==> src/rtl/core/tge_pkg.sv <==
// ----------------------------------------------------------------------------
// tge_pkg: shared types and constants of the tensor gather engine
// Operation, status and register codes, and the shared unit's operation type.
// ----------------------------------------------------------------------------
package tge_pkg;

  // Tensor shape limits
  localparam int MAX_RANK = 4;
  localparam int DIM_W    = 16;
  localparam int RANK_W   = 3;

  // Default store geometry
  localparam int DATA_DEPTH_DEF    = 4096;
  localparam int INDEX_DEPTH_DEF   = 1024;
  localparam int ELEMENT_WIDTH_DEF = 32;

  // Width of the saturating unit; values saturate at 2**16
  localparam int UNIT_W = 17;
  localparam logic [UNIT_W-1:0] SAT_VAL = 17'h10000;

  // Request operations
  localparam logic [1:0] OP_WR_DATA  = 2'd0;
  localparam logic [1:0] OP_WR_INDEX = 2'd1;
  localparam logic [1:0] OP_READ     = 2'd2;

  // Result status codes
  localparam logic [1:0] ST_OK    = 2'd0;
  localparam logic [1:0] ST_RANGE = 2'd1;
  localparam logic [1:0] ST_ADDR  = 2'd2;

  // Configuration register indexes
  localparam logic [2:0] REG_DATA_RANK   = 3'd0;
  localparam logic [2:0] REG_DATA_DIMS   = 3'd1;
  localparam logic [2:0] REG_INDEX_RANK  = 3'd2;
  localparam logic [2:0] REG_INDEX_DIMS  = 3'd3;
  localparam logic [2:0] REG_GATHER_AXIS = 3'd4;
  localparam logic [2:0] REG_BATCH_COUNT = 3'd5;

  // Shared unit operations
  typedef enum logic [0:0] {
    UNIT_MAC = 1'b0,
    UNIT_DIV = 1'b1
  } unit_op_e;

endpackage

==> src/rtl/core/tge_unit.sv <==
// ----------------------------------------------------------------------------
// tge_unit: shared arithmetic unit of the gather engine
// Saturating multiply-add for sizes and linear addresses, and one step of a
// restoring divider for splitting the output index.
// ----------------------------------------------------------------------------
module tge_unit (
  input  tge_pkg::unit_op_e          op_i,
  input  logic [tge_pkg::UNIT_W-1:0] a_i,
  input  logic [tge_pkg::UNIT_W-1:0] b_i,
  input  logic [tge_pkg::UNIT_W-1:0] c_i,
  output logic [tge_pkg::UNIT_W-1:0] res_o,
  output logic                       flag_o
);
  import tge_pkg::*;

  logic [2*UNIT_W-1:0] prod;
  logic [2*UNIT_W:0]   sum;
  logic [UNIT_W-1:0]   trial;

  assign prod  = a_i * b_i;
  assign sum   = {1'b0, prod} + (2*UNIT_W+1)'(c_i);
  assign trial = {a_i[UNIT_W-2:0], c_i[0]};

  // Select multiply-add with saturation or a divide step
  always_comb begin
    res_o  = '0;
    flag_o = 1'b0;
    unique case (op_i)
      UNIT_MAC: begin
        res_o = (sum > (2*UNIT_W+1)'(SAT_VAL)) ? SAT_VAL : sum[UNIT_W-1:0];
      end
      UNIT_DIV: begin
        if (trial >= b_i) begin
          res_o  = trial - b_i;
          flag_o = 1'b1;
        end else begin
          res_o = trial;
        end
      end
      default: begin
        res_o  = '0;
        flag_o = 1'b0;
      end
    endcase
  end

endmodule

==> config.mk <==
export PLATFORM = sky130hd
export DESIGN_NAME = tge_unit
export DESIGN_NICKNAME = d
export VERILOG_FILES = /design/src/rtl/core/tge_pkg.sv /design/src/rtl/core/tge_unit.sv
export SDC_FILE = /design/constraint.sdc
export NUM_CORES = 1
export LEC_CHECK = 0
export ABC_CLOCK_PERIOD_IN_PS = 9300
export BUFFER_PORTS_ARGS = -buffer_cell sky130_fd_sc_hd__buf_2
export CORE_ASPECT_RATIO = 1.1
export CORE_MARGIN = 1.5
export CORE_UTILIZATION = 45
export DETAILED_ROUTE_END_ITERATION = 8
export PLACE_DENSITY = 0.7
export REMOVE_ABC_BUFFERS = 1
export SLEW_MARGIN = 20
export SYNTH_ARGS = -nofsm -noshare
export SYNTH_HDL_FRONTEND = slang
export SYNTH_SLANG_ARGS = --single-unit
==> constraint.sdc <==
create_clock -name vclk -period 9.3
set_input_delay 0.93 -clock vclk [all_inputs]
set_output_delay 0.93 -clock vclk [all_outputs]
set_load 0.02 [all_outputs]
# Word-level counts from Yosys, hierarchy flattened
# Index checks and enable logic that the tools add are counted.
dict set report word_totals {
  register_bits 0
  out_inout_bits 18
}
dict set report op_classes {
  add_sub_neg 2
  n_mul 1
  magnitude_cmp 2
  mux 5
  bitwise_logic 1
}
# op n
set op_table {}
lappend op_table {{$add 34x17->35} 1}
lappend op_table {{$gt 35x17->1 const B} 1}
lappend op_table {{$mul 17x17->34} 1}
lappend op_table {{$mux 17} 2}
lappend op_table {{$pmux 17 s2} 1}
lappend op_table {{$ge 17x17->1} 1}
lappend op_table {{$sub 17x17->17} 1}
lappend op_table {{$mux 1} 2}
lappend op_table {{$not 1->1} 1}

# Depth between registers and ports, before layout
# Gate-level depths: netlist of run 1.
dict set report logic_depth {
  depth_word 5
  ltp_mapped 27
}

# Worst setup path after synthesis of run 1
# OpenSTA, ideal clock, no wires.
dict set report synth_path {
  path_kind {input -> output}
  from {in b_i[10] (netlist name)}
  to {out res_o[0] (netlist name)}
  t_arrival_ns 7.555
  slack_ns 0.815
  cell_stages 24
  path_cell_list {clkbuf_1 > clkbuf_1 > nand2_1 > fa_1 > inv_1 > fa_1 > fa_1 > fa_1 > fa_1 > inv_1 > fa_1 > inv_1 > ha_1 > clkbuf_1 > a21oi_1 > o21ai_0 > a21o_1 > a31o_2 > a21oi_1 > mux2i_1 > a2111oi_0 > nand4_4 > buf_6 > o31ai_1}
}
dict set report synth_between {
  elab_chain_cells 5
  elab_cells_between_ends 7
  cone_classes {1 x add/sub; 1 x mul; 2 x order compare; 3 x mux}
}
# item line
set synth_rtl {}
lappend synth_rtl {{start, declared} tge_unit.sv:9} ;# input logic [tge_pkg::UNIT_W-1:0] b_i,
lappend synth_rtl {{$mul 17x17->34} tge_unit.sv:20} ;# assign prod = a_i * b_i;
lappend synth_rtl {{$add 34x17->35} tge_unit.sv:21} ;# assign sum = {1'b0, prod} + (2*UNIT_W+1)'(c_i);
lappend synth_rtl {{$gt 35x17->1} tge_unit.sv:30} ;# res_o = (sum > (2*UNIT_W+1)'(SAT_VAL)) ? SAT_VAL : sum[UNIT_W-1:0];
lappend synth_rtl {{$mux 17} tge_unit.sv:30}
lappend synth_rtl {{$pmux 17 s2 (*)} tge_unit.sv:28} ;# unique case (op_i)
lappend synth_rtl {{end, declared} tge_unit.sv:11} ;# output logic [tge_pkg::UNIT_W-1:0] res_o,
# Every way passes the cells marked *; elsewhere a longest branch is shown, timed or not.

# Worst setup path after layout of run 1
dict set report layout_path {
  from {in a_i[13] (netlist name)}
  to {out res_o[4] (netlist name)}
}
dict set report layout_between {
  elab_chain_cells 5
  elab_cells_between_ends 7
  cone_classes {1 x add/sub; 1 x mul; 2 x order compare; 3 x mux}
}
# item line
set layout_rtl {}
lappend layout_rtl {{start, declared} tge_unit.sv:8} ;# input logic [tge_pkg::UNIT_W-1:0] a_i,
lappend layout_rtl {{$mul 17x17->34} tge_unit.sv:20}
lappend layout_rtl {{$add 34x17->35} tge_unit.sv:21}
lappend layout_rtl {{$gt 35x17->1} tge_unit.sv:30}
lappend layout_rtl {{$mux 17} tge_unit.sv:30}
lappend layout_rtl {{$pmux 17 s2 (*)} tge_unit.sv:28}
# Marked as above.

==> out/summary.txt, run 1 <==
status - finished, final reports clean
Rows - 62
max cap viols - 0
Yosys warning count - 0
Fin. Hold Viols - 0
Worst Path Arrival - 7.97 ns
vias in the first global route - 10.6k
Worst path max stage delay - 0.57 ns
Mapped Cells - 1422
final worst slack - 0.395 ns
Avg Cell Area, Syn - 8.39 µm²
Ports - 70
router iterations before antenna repair - 5
CP max FO - 19
Critical Path Most Common Cell - fa_1
layout cell share with drive strength beyond 1 - 7.84%
die height - 174 µm
WL per Instance - 18.3 µm
WS Path Type - in -> out
library cells used by synthesis - 66
# DRC - 0
CP startpoint kind - input pin
hold buffer count at CTS - 0
initial core utilization - 45.8%
final WL - 33100 µm
HP Start - op_i
CP startpoint - a_i[13]
Die X - 158 µm
DR vias - 9854
Seq/Total Area, Yosys - 0%
die area - 27500 µm²
critical path's slowest cell - fa_1
worst slew pin tran - 1.08 ns
FF/Latch Area - 0 µm²
initial antenna violation count - 0
first-pass GRT wire length - 53300 µm
Remaining Overflow, GRT - 0
Port-buffer cells - 70
RD Place Congestion - 0.910
final cycle utilization of the critical path - 95.7%
fillers - 2565
Buffers & Inverters on Critical Path - 7
CP Data Required Time - 8.37 ns
Sum Neg Setup Slack - 0 ns
GRT Total Usage - 24.9%
post-DP HPWL - 27300 µm
Tmin final - 8.90 ns
Antenna Nets Post-Route - 0
number of sequential cells - 0
crit end category - primary output
fin nets - 1897
Setup violations, final - 0
Max-slew headroom - 27.8%
synthesized area - 11900 µm²
largest net degree at the start of global routing - 21
DR iter-0 viols - 510
RSZ-0062 raised after global routing - false
CP cell instances - buf_2, and2_1, fa_1, inv_1, fa_1, inv_1, fa_1, inv_1, fa_1, fa_1, fa_1, inv_1, ha_1, nand2_1, o21ai_0, nor2_1, and2_1, o31ai_1, nand4_1, a2111oi_4, nand4_4, buf_12, o32ai_1, buf_2
clock buffer count - 0
FMAX - 0.112 GHz
max-slew violation count - 0
Worst Hold Class - in -> out
delay-heaviest family, CP - adder cells
Core ar. - 26100 µm²
dpl ws - 0.368 ns
vias per std cell - 5.45
Area Growth Syn to Fin - 6.15%
Antenna diodes - 0
==> tightest hold or removal path, stage by stage <==
cell and delay [ns]:
buf_2 0.15, nand2_1 0.07, o31ai_1 0.05, buf_2 0.15
==> routing by layer <==
layer	up-vias	routed length [µm]	track usage (%)	part of all wire (%)
met5	-	0	0	0
li1	4438	-	-	-
met4	0	1190	8.33	3.6
met2	376	16700	43.5	50
met1	4964	13100	31.9	40
met3	76	2130	2.68	6.4
==> stage by stage <==
| step | instance area (µm²) | hold WS [ns] | utilization, % | std cells |
|---|---|---|---|---|
| global route | 12700 | 2.30 | 48.6 | 1807 |
| floorplan | 11700 | 2.00 | - | 1369 |
| CTS | 12600 | 2.29 | 48.5 | 1806 |
| detailed placement | 12600 | 2.29 | 48.5 | 1806 |
| global placement | 12600 | 2.29 | 48.5 | 1806 |
| finish | 12700 | 2.28 | 48.6 | 1807 |
==> path summary, 6_finish.rpt <==
| kind | endpoint | cells after the start |
|---|---|---|
| hold / removal | res_o[0] | 4 |
| setup / recovery | res_o[4] | 24 |
==> synth_stat cells (7+ instances only) <==
master | instances | area share [%]
clkbuf_1 | 50 | 1.6
nand2_1 | 212 | 6.7
o21ai_0 | 22 | 0.92
o31ai_1 | 8 | 0.50
mux2i_1 | 14 | 1.2
nand3_1 | 9 | 0.38
xnor2_1 | 23 | 1.7
ha_1 | 145 | 15
and2_1 | 116 | 6.1
a21o_1 | 18 | 1.1
fa_1 | 243 | 41
a31oi_1 | 7 | 0.37
xor2_1 | 13 | 0.95
nand4_1 | 10 | 0.52
mux2_2 | 7 | 0.66
a21oi_1 | 45 | 1.9
inv_1 | 333 | 10
nor2_1 | 38 | 1.2
==> what timing repair did <==
item | CTS | global route
resized for setup | 0 | 4
setup buffers | 0 | 1
setup endpoints to repair | 0 | 2
==> placed cells by master (no fill, tap or decap), types with 2 or more instances in the layout <==
| cell | n |
|---|---|
| ha_1 | 145 |
| nand2b_1 | 6 |
| and2_1 | 116 |
| a31oi_1 | 7 |
| inv_1 | 333 |
| nand2_1 | 212 |
| a311oi_1 | 2 |
| or4_1 | 2 |
| buf_2 | 66 |
| nor3_1 | 6 |
| mux2i_1 | 14 |
| xnor2_1 | 23 |
| fa_1 | 243 |
| a21oi_1 | 45 |
| o211ai_1 | 2 |
| clkbuf_4 | 4 |
| mux2_2 | 7 |
| buf_4 | 15 |
| nor3b_1 | 2 |
| o32ai_1 | 6 |
| o31a_1 | 2 |
| a31o_2 | 3 |
| nand3_1 | 9 |
| and3_1 | 6 |
| xor2_1 | 12 |
| nor4_1 | 6 |
| o31ai_1 | 8 |
| o41ai_2 | 4 |
| a41oi_1 | 2 |
| o32ai_2 | 5 |
| o21bai_1 | 5 |
| nand4_1 | 10 |
| a21o_1 | 18 |
| o211a_1 | 2 |
| o21ai_1 | 6 |
| o21ai_0 | 22 |
| a211o_1 | 4 |
| o21a_1 | 4 |
| nor2b_1 | 6 |
| nor2_1 | 38 |
==> kinds of logic (layout without fill, tap and decap cells) <==
family	after synthesis	count (layout)	synth area share, %
xor gates and xnor gates	36	36	2.64
and+or+nand+nor	428	428	17.3
adders and majority gates	388	388	56.0
muxes	21	21	1.84
buffers and inverters	386	419	12.2
AOI/OAI and AO/OA	163	163	9.98
==> final cells by class <==
type | instances | area, µm² | share of cell area (%)
repair buffers | 86 | 493 | 3.89
multi-input cells | 1036 | 10500 | 82.8
well taps | 352 | 440 | 3.48
inverters | 333 | 1250 | 9.87
Power of run 1 is not shown: default switching activity piles up to over one toggle a cycle in this logic, so the estimate is an artifact.
==> run 2: changes to the inputs <==
- CORE_MARGIN: 1.5 -> not set
==> out/summary.txt, run 2 (synthesis gave the netlist of run 1 again) <==
status - finished, final reports clean
RSZ-0062 raised after global routing - false
Port-buffer cells - 70
leading cell types in the layout, fill and taps excluded - 333 x inv_1, 243 x fa_1, 212 x nand2_1
Rows - 62
Fin. Hold Viols - 0
die height - 173 µm
max-slew violation count - 0
dpl ws - 0.211 ns
Worst path max stage delay - 0.58 ns
post-DP HPWL - 27200 µm
layout cell share with drive strength beyond 1 - 7.97%
router iterations before antenna repair - 5
delay-heaviest family, CP - adder cells
Area Growth Syn to Fin - 6.10%
WS Path Type - in -> out
Core ar. - 26100 µm²
final cycle utilization of the critical path - 96.7%
max cap viols - 0
final core utilization - 48.6%
Antenna Nets Post-Route - 0
crit end category - primary output
DR iter-0 viols - 617
fillers - 2586
Tmin final - 8.99 ns
Remaining Overflow, GRT - 0
Buffers & Inverters on Critical Path - 5
final worst slack - 0.307 ns
post-CTS setup buffers - 0
Sum Neg Setup Slack - 0 ns
initial core utilization - 45.8%
RD Place Congestion - 0.909
DR vias - 9776
Levels on crit path - 22
Die X - 157 µm
number of sequential cells - 0
Max-slew headroom - 26.3%
final WL - 33200 µm
largest net degree at the start of global routing - 21
GRT Total Usage - 25.2%
Setup violations, final - 0
CP endpoint - res_o[14]
FMAX - 0.111 GHz
Critical Path Most Common Cell - fa_1
CP startpoint kind - input pin
# DRC - 0
vias in the first global route - 10.3k
clock buffer count - 0
first-pass GRT wire length - 53200 µm
commonest non-fill, non-tap cell in the layout - inv_1
fin nets - 1898
worst slew pin tran - 1.10 ns
WL per Instance - 18.3 µm
die area - 27200 µm²
CP max FO - 17
Ports - 70
critical path's slowest cell - fa_1
Worst Hold Class - in -> out
CP startpoint - b_i[2]
vias per std cell - 5.41
initial antenna violation count - 0
FF/Latch Area - 0 µm²
Worst Path Arrival - 8.06 ns
Antenna diodes - 0
CP Data Required Time - 8.37 ns
CP cell instances - buf_2, nand2_1, fa_1, fa_1, fa_1, fa_1, inv_1, fa_1, inv_1, fa_1, inv_1, ha_1, and3_1, a221oi_1, o21ai_1, a21oi_1, xnor2_1, or4_4, a2111oi_4, nand4_4, o32ai_2, buf_2
## run 2: changes by cell type in the layout (fill, tap and decap cells not counted)
cell,before,now
buf_12,1,0
buf_4,15,17
o32ai_2,5,6
buf_2,66,69
clkbuf_4,4,1
o32ai_1,6,5
## run 2: metal layers
metal / routed length, µm / GRT usage [%] / vias up
met2: 16900 / 45.0 / 307
met3: 1520 / 2.08 / 74
met4: 1210 / 7.65 / 0
li1: - / - / 4443
met5: 0 / 0 / -
met1: 13600 / 31.9 / 4952
## run 2: cell type report
cell class / instances / area (µm²) / area share [%]
inverter: 333 / 1250 / 9.88
timing repair buffer: 87 / 480 / 3.80
multi-input combinational: 1036 / 10500 / 82.8
tap: 352 / 440 / 3.48
## run 2: stage by stage
| stage | hold WS (ns) | instance area, µm² | instances |
|---|---|---|---|
| 3_5_place_dp | 2.30 | 12600 | 1808 |
| 4_1_cts | 2.31 | 12600 | 1808 |
| 2_1_floorplan | 2.00 | 11700 | 1369 |
| 3_3_place_gp | 2.30 | 12600 | 1808 |
| 6_report | 2.34 | 12700 | 1808 |
| 5_1_grt | 2.33 | 12700 | 1808 |
## run 2: worst min-delay path by stage
stage	from	end	slack, ns	cells after the start
after floorplan	op_i	res_o[5]	2.00	2
after global placement	op_i	res_o[0]	2.30	4
after detailed placement	op_i	res_o[0]	2.30	4
after CTS	op_i	res_o[0]	2.31	4
after global routing	op_i	res_o[0]	2.33	4
final	op_i	res_o[0]	2.34	4
## run 2: what timing repair did
item	4_1_cts	5_1_grt
gates resized for setup	0	2
hold buffers	0	0
endpoints found under the setup margin	0	4
## run 2: worst min-delay path, cell delays in order
cell and delay, ns:
buf_2 0.17, nand2_1 0.09, o31ai_1 0.07, buf_2 0.15
Power of run 2 is left out for the same reason.
==> run 3: changes to the inputs <==
- CORE_MARGIN: not set -> 1
- CORE_UTILIZATION: 45 -> 60
- PLACE_DENSITY: 0.7 -> 0.87
==> out/summary.txt, run 3 (synthesis gave the netlist of run 1 again) <==
# DRC - 0
Buffers & Inverters on Critical Path - 6
WS Path Type - in -> out
final cycle utilization of the critical path - 96.1%
Antenna diodes - 0
CP Data Required Time - 8.37 ns
Critical Path Most Common Cell - fa_1
critical path's slowest cell - or4_4
Ports - 70
Fin. Hold Viols - 0
Area Growth Syn to Fin - 4.65%
die height - 150 µm
Rows - 53
RD Place Congestion - 0.991
Antenna Nets Post-Route - 0
HP Start - op_i
DR vias - 10.0k
WL per Instance - 18.7 µm
DR iter-0 viols - 794
post-DP HPWL - 26000 µm
FMAX - 0.112 GHz
die area - 20500 µm²
delay-heaviest family, CP - adder cells
max-slew violation count - 0
Tmin final - 8.94 ns
hold path endpoint - res_o[0]
Remaining Overflow, GRT - 0
worst slew pin tran - 1.05 ns
commonest non-fill, non-tap cell in the layout - inv_1
post-CTS setup buffers - 0
Worst Path Arrival - 8.01 ns
Hold Path Cell Cnt - 4
router iterations before antenna repair - 5
final WL - 31800 µm
GRT Total Usage - 33.0%
fin nets - 1894
CP startpoint kind - input pin
Setup violations, final - 0
layout cell share with drive strength beyond 1 - 7.58%
vias per std cell - 5.91
Die X - 136 µm
CP max FO - 19
Worst Hold Class - in -> out
initial core utilization - 61.8%
Core ar. - 19300 µm²
number of sequential cells - 0
crit end category - primary output
FF/Latch Area - 0 µm²
Max-slew headroom - 30.1%
CP cell instances - buf_2, and2_1, fa_1, inv_1, fa_1, fa_1, fa_1, inv_1, fa_1, inv_1, fa_1, inv_1, ha_1, and3_1, a221oi_1, o21ai_1, a21oi_1, xnor2_1, or4_4, a2111oi_4, nand4_4, o32ai_1, buf_2
status - finished, final reports clean
Port-buffer cells - 70
Worst path max stage delay - 0.56 ns
initial antenna violation count - 0
leading cell types in the layout, fill and taps excluded - 333 x inv_1, 243 x fa_1, 212 x nand2_1
clock buffer count - 0
fillers - 1593
max cap viols - 0
largest net degree at the start of global routing - 21
Sum Neg Setup Slack - 0 ns
RSZ-0062 raised after global routing - false
first-pass GRT wire length - 52500 µm
vias in the first global route - 10.6k
run 3: worst max-delay path by stage:
| stage | start | cells after the start | slack (ns) | end |
|---|---|---|---|---|
| floorplan | a_i[7] | 21 | 1.05 | res_o[1] |
| global placement | a_i[9] | 22 | 0.53 | res_o[16] |
| detailed placement | a_i[9] | 22 | 0.38 | res_o[3] |
| CTS | a_i[9] | 22 | 0.35 | res_o[3] |
| global route | a_i[8] | 22 | 0.02 | res_o[3] |
| finish | a_i[7] | 23 | 0.36 | res_o[4] |
run 3: per-layer routing:
layer	track usage [%]	wire (µm)	vias to the layer above
li1	-	-	4436
met1	41.6	12200	5039
met2	59.8	16100	494
met3	3.90	2560	79
met4	8.11	878	0
met5	0	0	-
run 3: stage by stage:
stage,hold WS (ns),utilization (%),std cells,worst slack [ns],cell area [µm²]
floorplan,2.00,-,1369,1.05,11700
global placement,2.29,64.7,1699,0.528,12500
detailed placement,2.30,64.7,1699,0.384,12500
CTS,2.30,64.7,1699,0.351,12500
global route,2.32,64.7,1699,0.0184,12500
finish,2.30,64.7,1699,0.359,12500
run 3: layout make-up:
type                            instances  area [µm²]  share of cell area [%]
Inverter                              333        1250                    10.0
Timing Repair Buffer                   83         453                    3.63
Multi-Input combinational cell       1036       10500                    83.9
Tap cell                              247         309                    2.48
run 3: repair_timing:
item	CTS	global route
resized for setup	0	2
setup endpoints to repair	0	4
hold buffers	0	0
Power of run 3 is left out for the same reason.
